### src/sv/ctsq_pkg.sv
// ----------------------------------------------------------------------------
// ctsq_pkg
// Types and constants shared by the collider table query block.
// ----------------------------------------------------------------------------
package ctsq_pkg;

    localparam int HANDLE_W = 6;
    localparam int MAX_HITS = 64;

    typedef enum logic [2:0] {
        OP_CLEAR = 3'd0,
        OP_ADD   = 3'd1,
        OP_REM   = 3'd2,
        OP_SETP  = 3'd3,
        OP_GETP  = 3'd4,
        OP_QUERY = 3'd5
    } opcode_t;

    typedef enum logic [1:0] {
        ST_OK     = 2'd0,
        ST_FULL   = 2'd1,
        ST_INACT  = 2'd2,
        ST_NOHIT  = 2'd3
    } status_t;

    typedef enum logic [1:0] {
        SH_BOX     = 2'd0,
        SH_SPHERE  = 2'd1,
        SH_CAPSULE = 2'd2
    } shape_t;

    typedef enum logic [3:0] {
        S_IDLE,
        S_CLEAR,
        S_SCAN,
        S_ADD,
        S_RDWAIT,
        S_OP,
        S_QRD,
        S_QTEST,
        S_OUT,
        S_QEND
    } state_t;

    typedef struct packed {
        logic clear_all;
        logic scan_start;
        logic scan_step;
        logic add_write;
        logic rd_issue;
        logic do_remove;
        logic do_setp;
        logic q_start;
        logic q_step;
        logic res_load;
        logic res_nohit;
        logic res_hit;
    } cmd_t;

    typedef struct packed {
        logic scan_free;
        logic scan_done;
        logic q_hit;
        logic q_done;
        logic any_hit;
        logic pend_hit;
    } sts_t;

endpackage

### src/sv/ctsq_ctrl.sv
// ----------------------------------------------------------------------------
// ctsq_ctrl
// Controller state machine sequencing table operations and queries.
// ----------------------------------------------------------------------------
module ctsq_ctrl import ctsq_pkg::*; (
    input  logic       aclk,
    input  logic       aresetn,
    input  logic       in_fire,
    input  opcode_t    op,
    input  logic       out_busy,
    input  logic       out_fire,
    input  sts_t       sts,
    output logic       in_ready,
    output cmd_t       cmd
);

    state_t state_reg, state_next;

    always_ff @(posedge aclk) begin
        if (!aresetn) begin
            state_reg <= S_IDLE;
        end else begin
            state_reg <= state_next;
        end
    end

    assign in_ready = (state_reg == S_IDLE) && !out_busy;

    always_comb begin
        state_next = state_reg;
        cmd = '0;
        case (state_reg)
            S_IDLE: begin
                if (in_fire) begin
                    case (op)
                        OP_CLEAR: begin
                            cmd.clear_all = 1'b1;
                            state_next = S_OUT;
                        end
                        OP_ADD: begin
                            cmd.scan_start = 1'b1;
                            state_next = S_SCAN;
                        end
                        OP_REM, OP_SETP, OP_GETP: begin
                            cmd.rd_issue = 1'b1;
                            state_next = S_RDWAIT;
                        end
                        OP_QUERY: begin
                            cmd.q_start = 1'b1;
                            state_next = S_QRD;
                        end
                        default: state_next = S_IDLE;
                    endcase
                end
            end
            S_SCAN: begin
                if (sts.scan_free) begin
                    cmd.add_write = 1'b1;
                    state_next = S_OUT;
                end else if (sts.scan_done) begin
                    cmd.add_write = 1'b1;
                    state_next = S_OUT;
                end else begin
                    cmd.scan_step = 1'b1;
                end
            end
            S_RDWAIT: state_next = S_OP;
            S_OP: begin
                cmd.do_remove = (op == OP_REM);
                cmd.do_setp = (op == OP_SETP);
                cmd.res_load = 1'b1;
                state_next = S_OUT;
            end
            S_QRD: begin
                if (sts.q_done) begin
                    state_next = S_QEND;
                end else begin
                    state_next = S_QTEST;
                end
            end
            S_QTEST: begin
                if (sts.q_hit && sts.pend_hit && out_busy) begin
                    state_next = S_QTEST;
                end else begin
                    cmd.q_step = 1'b1;
                    cmd.res_hit = sts.q_hit;
                    state_next = S_QRD;
                end
            end
            S_QEND: begin
                if (!out_busy) begin
                    if (sts.any_hit) begin
                        cmd.res_load = 1'b1;
                    end else begin
                        cmd.res_nohit = 1'b1;
                    end
                    state_next = S_OUT;
                end
            end
            S_OUT: begin
                if (!out_busy || out_fire) begin
                    state_next = S_IDLE;
                end
            end
            default: state_next = S_IDLE;
        endcase
    end

endmodule

### config.mk
export PLATFORM = sky130hd
export DESIGN_NAME = ctsq_ctrl
export DESIGN_NICKNAME = d
export VERILOG_FILES = /design/src/sv/ctsq_pkg.sv /design/src/sv/ctsq_ctrl.sv
export SDC_FILE = /design/constraint.sdc
export NUM_CORES = 1
export LEC_CHECK = 0
export ABC_AREA = 0
export BUFFER_PORTS_ARGS = -buffer_cell sky130_fd_sc_hd__buf_4
export CAP_MARGIN = 20
export CORE_AREA = 2 2 39 41
export CTS_CLUSTER_DIAMETER = 50
export DETAILED_ROUTE_END_ITERATION = 16
export DIE_AREA = 0 0 41 43
export GPL_TIMING_DRIVEN = 0
export HOLD_SLACK_MARGIN = 0.1
export PLACE_DENSITY_LB_ADDON = 0.12
export SYNTH_ARGS = -nofsm -noshare
export SYNTH_HDL_FRONTEND = slang
export SYNTH_SLANG_ARGS = --single-unit
### constraint.sdc
create_clock -name aclk -period 2.7 [get_ports aclk]
set_input_delay 0.27 -clock aclk [delete_from_list [all_inputs] [get_ports aclk]]
set_output_delay 0.27 -clock aclk [all_outputs]
set_load 0.05 [all_outputs]
==> flow_metrics.env, run 1 <==
export IMPL_period_needed_ns=2.00
export IMPL_rr_worst_depth=5
export IMPL_drt_initial_drc_count=12
export IMPL_route_detailed_drc=0
export IMPL_slew_headroom_pct=73.0
export IMPL_final_util_pct=55.7
export IMPL_syn_nets=83
export IMPL_dieHeight_um=43
export IMPL_fin_skew_ns=0.00540
export IMPL_cts_hold_fix_buffers=0
export IMPL_core_mm2=0.00138
export IMPL_synthTopCellsByArea="dfxtp_1 15%, nor2_1 4.9%, ha_1 4.7%"
export IMPL_synth_common_cells="7 x nor2_1, 5 x inv_1, 4 x dfxtp_1"
export IMPL_dp_hpwl_mm=1.05
export IMPL_max_cap_viol_count=0
export IMPL_critPathMaxStageDelay_ns=0.37
export IMPL_endpoint_kind="output port"
export IMPL_tns_ns=0
export IMPL_timing_hold_ws_ns=0.253
export IMPL_cts_buffers=3
export IMPL_synth_area_um2=533
export IMPL_hold_path_depth=3
export IMPL_grt_pass1_wl_mm=2.06
export IMPL_cp_required_ns=2.43
export IMPL_power_leakage_nw=0.363
export IMPL_seq_area_frac_synth_pct=15.0
export IMPL_synthArstFlopShare_pct=0
export IMPL_cts_tree="yes"
export IMPL_clock_path_buffers=2
export IMPL_yosys_area_top_type="dfxtp_1"
export IMPL_ir_worst_vdd_mv=0.242
export IMPL_worst_slack_ns=0.696
export IMPL_critPathLaunchType="flop"
export IMPL_routed_wirelength_mm=1.31
export IMPL_fmax_ghz=0.499
export IMPL_grt_pass1_vias=485
export IMPL_timing_final_crit_share_pct=74.2
export IMPL_drtAntennaViolNets=0
export IMPL_final_cells=112
export IMPL_dp_worst_setup_slack_ns=0.928
export IMPL_clock_latency_ns=0.24
export IMPL_synth_edf_count=0
export IMPL_die_x_um=41
export IMPL_gr_total_overflow=0
export IMPL_io_buffers=26
export IMPL_synth_warnings=0
export IMPL_yosysTopAreaCellShare_pct=15.0
export IMPL_syn_inst=67
export IMPL_clockRootBuffer="clkbuf_4"
export IMPL_die_area_mm2=0.00176
export IMPL_largest_reg_flops=4
export IMPL_row_count=14
export IMPL_synth_cell_types=36
export IMPL_min_path_type="input port to flop"
export IMPL_rsz0062_at_grt="no"
export IMPL_io_pins=27
export IMPL_syn_avg_cell_area_um2=7.96
export IMPL_hold_viol_final=0
export IMPL_track_usage_pct=17.0
export IMPL_arrival_ns=1.73
export IMPL_synthFlopType="dfxtp_1"
export IMPL_vias_per_cell=5.15
export IMPL_postCtsSetupBuffers=0
export IMPL_vias=577
export IMPL_worst_pin_slew_ns=0.404
export IMPL_worstPathMaxFanout=10
export IMPL_wl_per_cell_um=11.7
export IMPL_setup_viol=0
export IMPL_criticalPathCategory="flop to output port"
export IMPL_cellPowerDensity_mw_per_mm2=357
export IMPL_htree_levels=1
export IMPL_antenna_found_initial=0
export IMPL_areaGrowthSynthToFinish_pct=44.6
export IMPL_start_util_pct=38.5
export IMPL_nets=114
export IMPL_gp_congestion=0.787
export IMPL_grt_max_degree=11
export IMPL_firstDrtPassIters=3
export IMPL_clkSlewWorstSetupHoldPaths_ns=0.04
export IMPL_status="finished clean"
export IMPL_cp_cell_sequence="buf_6 -> nor4_4 -> nor3b_2 -> and3_1 -> buf_4"
export IMPL_slew_viol_final=0
export IMPL_numClockSinks=4
export IMPL_cp_slowest_cell="nor4_4"
export IMPL_synth_most_common_cell="nor2_1"
export IMPL_antennaDiodeCount=0
export IMPL_cts_resized=0
export IMPL_dp_cells=109
export IMPL_ys_seq_elements=4
export IMPL_drive_gt1_share_pct=44.8
## where the power goes
group | switching, mW | total [mW] | internal, mW
clock | 0.0231 | 0.0727 | 0.0496
sequential | 0.00289 | 0.0668 | 0.0639
combinational | 0.0765 | 0.136 | 0.0594
total | 0.103 | 0.275 | 0.173
## placed cells by master (no fill, tap or decap), types with 3 or more instances in the layout
cell and n:
nand3_1 3, clkbuf_4 3, and3_1 3, buf_4 28
nand2b_1 3, nor2_1 7, nand2_1 3, nor2b_1 3
inv_1 5, dfxtp_1 4
## worst paths after layout
kind                                    from           end  slack, ns
worst max-delay path            state_reg[1]        cmd[4]       0.70
worst min-delay path                 aresetn  state_reg[1]       0.25
worst max register to register  state_reg[1]  state_reg[1]       1.23
worst min register to register  state_reg[1]  state_reg[2]       0.61
## final cells by class
| type | count | area [µm²] |
|---|---|---|
| fillers | 152 | 613 |
| multi-input cells | 54 | 397 |
| repair buffers | 26 | 195 |
| flip-flops and latches | 4 | 80.1 |
| plain buffers | 4 | 37.5 |
| clock buffers | 3 | 22.5 |
| well taps | 16 | 20.0 |
| inverters | 5 | 18.8 |
## worst max-delay path: cells and delay by family, from the launching register on
kind / cells / cell delay [ns]
flops: 1 / 0.31
buf+inv: 2 / 0.33
simple gates: 3 / 0.85
## cell families (layout without fill, tap and decap cells)
group,after synthesis,count (layout),synth area share [%]
AND/OR/NAND/NOR,37,37,46.5
AO/OA/AOI/OAI,15,15,23.2
buffers and inverters,9,38,10.6
flip-flops,4,4,15.0
adder cells (fa/ha/maj),2,2,4.69
## through the flow
stage	instance area, µm²	power [mW]
2_1_floorplan	533	0.162
3_5_place_dp	748	0.204
6_report	771	0.275
3_3_place_gp	748	0.202
4_1_cts	771	0.280
5_1_grt	771	0.300
## layer usage
layer / GRT usage (%) / part of all wire (%)
met1: 23.2 / 45
met2: 23.8 / 47
met3: 7.85 / 7.4
met4: 4.00 / 0
met5: 0 / 0
No activity file was read; power rests on OpenSTA's default activity.
==> run 2, diff against run 1 <==
Settings changed: CORE_AREA 2 2 39 41 to default, CORE_UTILIZATION from default to 39, DIE_AREA 0 0 41 43 to default.
Clock period 2.7 ns to 1.77 ns, I/O delays scaled along.
==> run 2 against run 1 <==
Total power increased by 66%. Global-route usage increased by 3.5 points. Core utilization increased by 16 points. Sequential share of layout area decreased by 0.82 points. Clock skew decreased by 0.0018 ns. Via count increased by 5.2%. Non-clock buffer count increased by 5. Highest routed layer unchanged. Critical endpoint unchanged. Die area decreased by 14%.
==> flow_metrics.env, run 2 (same netlist as run 1, synthesis figures left out) <==
export IMPL_status="finished clean"
export IMPL_hold_path_endpoint="state_reg[1]"
export IMPL_arrival_ns=1.55
export IMPL_nFillCells=103
export IMPL_cp_required_ns=1.59
export IMPL_vias_per_cell=5.28
export IMPL_period_needed_ns=1.73
export IMPL_worst_r2r_setup_slack_ns=0.29
export IMPL_ir_worst_vdd_mv=0.481
export IMPL_r2r_end="state_reg[1]"
export IMPL_dp_worst_setup_slack_ns=0.141
export IMPL_dp_hpwl_mm=1.04
export IMPL_gp_congestion=0.765
export IMPL_worstPathMaxFanout=8
export IMPL_final_common_cell="buf_4"
export IMPL_cts_tree="yes"
export IMPL_clkSlewWorstSetupHoldPaths_ns=0.04
export IMPL_htree_levels=1
export IMPL_use_met2_pct=34.2
export IMPL_grt_max_degree=11
export IMPL_met3_usage_pct=8.67
export IMPL_clockRootBuffer="clkbuf_4"
export IMPL_fin_skew_ns=0.00356
export IMPL_setup_viol=0
export IMPL_start_util_pct=44.9
export IMPL_drtAntennaViolNets=0
export IMPL_grt_pass1_vias=509
export IMPL_r2r_start="state_reg[1]"
export IMPL_gr_total_overflow=0
export IMPL_worst_pin_slew_ns=0.397
export IMPL_clock_latency_ns=0.24
export IMPL_grt_pass1_wl_mm=2.12
export IMPL_io_pins=27
export IMPL_track_usage_pct=20.4
export IMPL_min_from="aresetn"
export IMPL_criticalPathCategory="flop to output port"
export IMPL_firstDrtPassIters=2
export IMPL_final_cell_mix="27 x buf_4, 8 x buf_6, 7 x nor2_1"
export IMPL_fmax_ghz=0.578
export IMPL_largest_reg_flops=4
export IMPL_drt_initial_drc_count=1
export IMPL_timing_final_crit_share_pct=97.8
export IMPL_route_detailed_drc=0
export IMPL_io_buffers=26
export IMPL_core_mm2=0.00119
export IMPL_placed_area_um2=749
export IMPL_min_path_type="input port to flop"
export IMPL_routed_wirelength_mm=1.42
export IMPL_max_cap_viol_count=0
export IMPL_numClockSinks=4
export IMPL_endpoint_kind="output port"
export IMPL_wl_per_cell_um=12.4
export IMPL_slew_headroom_pct=73.5
export IMPL_slew_viol_final=0
export IMPL_cts_hold_fix_buffers=0
export IMPL_cellPowerDensity_mw_per_mm2=539
export IMPL_dieHeight_um=39.0
export IMPL_nets=119
export IMPL_die_area_mm2=0.00152
export IMPL_power_leakage_nw=0.399
export IMPL_drive_gt1_share_pct=50.5
export IMPL_hold_viol_final=0
export IMPL_die_x_um=39.0
export IMPL_rsz0062_at_grt="yes"
export IMPL_vias=607
export IMPL_row_count=12
export IMPL_areaGrowthSynthToFinish_pct=59.4
export IMPL_antennaDiodeCount=0
export IMPL_antenna_found_initial=0
export IMPL_hold_path_depth=3
export IMPL_worst_slack_ns=0.0394
export IMPL_cts_buffers=3
export IMPL_rr_worst_depth=7
export IMPL_gr_usage_met1_pct=25.7
export IMPL_critPathLaunchType="flop"
export IMPL_clock_path_buffers=2
export IMPL_grt_busiest_layer="met2"
export IMPL_design_area_um2=850
## run 2: critical path, cell delays in order, from the launching register on
cell and delay, ns:
dfxtp_1 0.30, buf_6 0.13, nor4_4 0.30, nor3b_4 0.24
and3_1 0.19, buf_6 0.16
## run 2: final cells by class
cell class | count | area, µm² | share of cell area [%]
multi-input combinational | 54 | 417 | 49.0
buffer | 4 | 41.3 | 4.86
sequential | 4 | 81.3 | 9.57
timing repair buffer | 31 | 251 | 29.6
inverter | 5 | 18.8 | 2.21
clock buffer | 3 | 22.5 | 2.65
tap | 14 | 17.5 | 2.06
## run 2: repair_timing
item	in CTS	in global routing
resized for setup	4	6
endpoints found under the setup margin	2	6
pin swaps	2	2
setup buffers	2	3
## run 2: report_power, final
part / internal (mW) / switching, mW
combinational: 0.114 / 0.127
sequential: 0.0978 / 0.00507
clock: 0.0759 / 0.0387
total: 0.287 / 0.171
## run 2: through the flow
stage / hold slack [ns] / total power, mW / instances / setup TNS [ns] / utilization, %
final: 0.155 / 0.458 / 115 / 0 / 71.6
after global routing: 0.156 / 0.488 / 115 / -0.104 / 71.6
after CTS: 0.152 / 0.449 / 112 / 0 / 67.8
after detailed placement: 0.402 / 0.311 / 107 / 0 / 63.2
after global placement: 0.391 / 0.308 / 107 / 0 / 63.2
after floorplan: 0.295 / 0.248 / 67 / 0 / -
## run 2: per-layer routing
metal  up-vias  wire, µm
met5         -         0
met3         0        71
met1       270       659
met4         0         0
met2        21       691
li1        316         -
## run 2: how the worst max path moves through the flow
stage / from / to / slack [ns] / cells past startpoint
3_3_place_gp: state_reg[2] / cmd[10] / 0.14 / 5
3_5_place_dp: state_reg[1] / cmd[4] / 0.14 / 5
4_1_cts: state_reg[0] / cmd[9] / 0.005 / 4
5_1_grt: state_reg[1] / cmd[10] / -0.05 / 5
2_1_floorplan: state_reg[2] / cmd[0] / 0.008 / 5
6_report: state_reg[1] / cmd[4] / 0.04 / 5
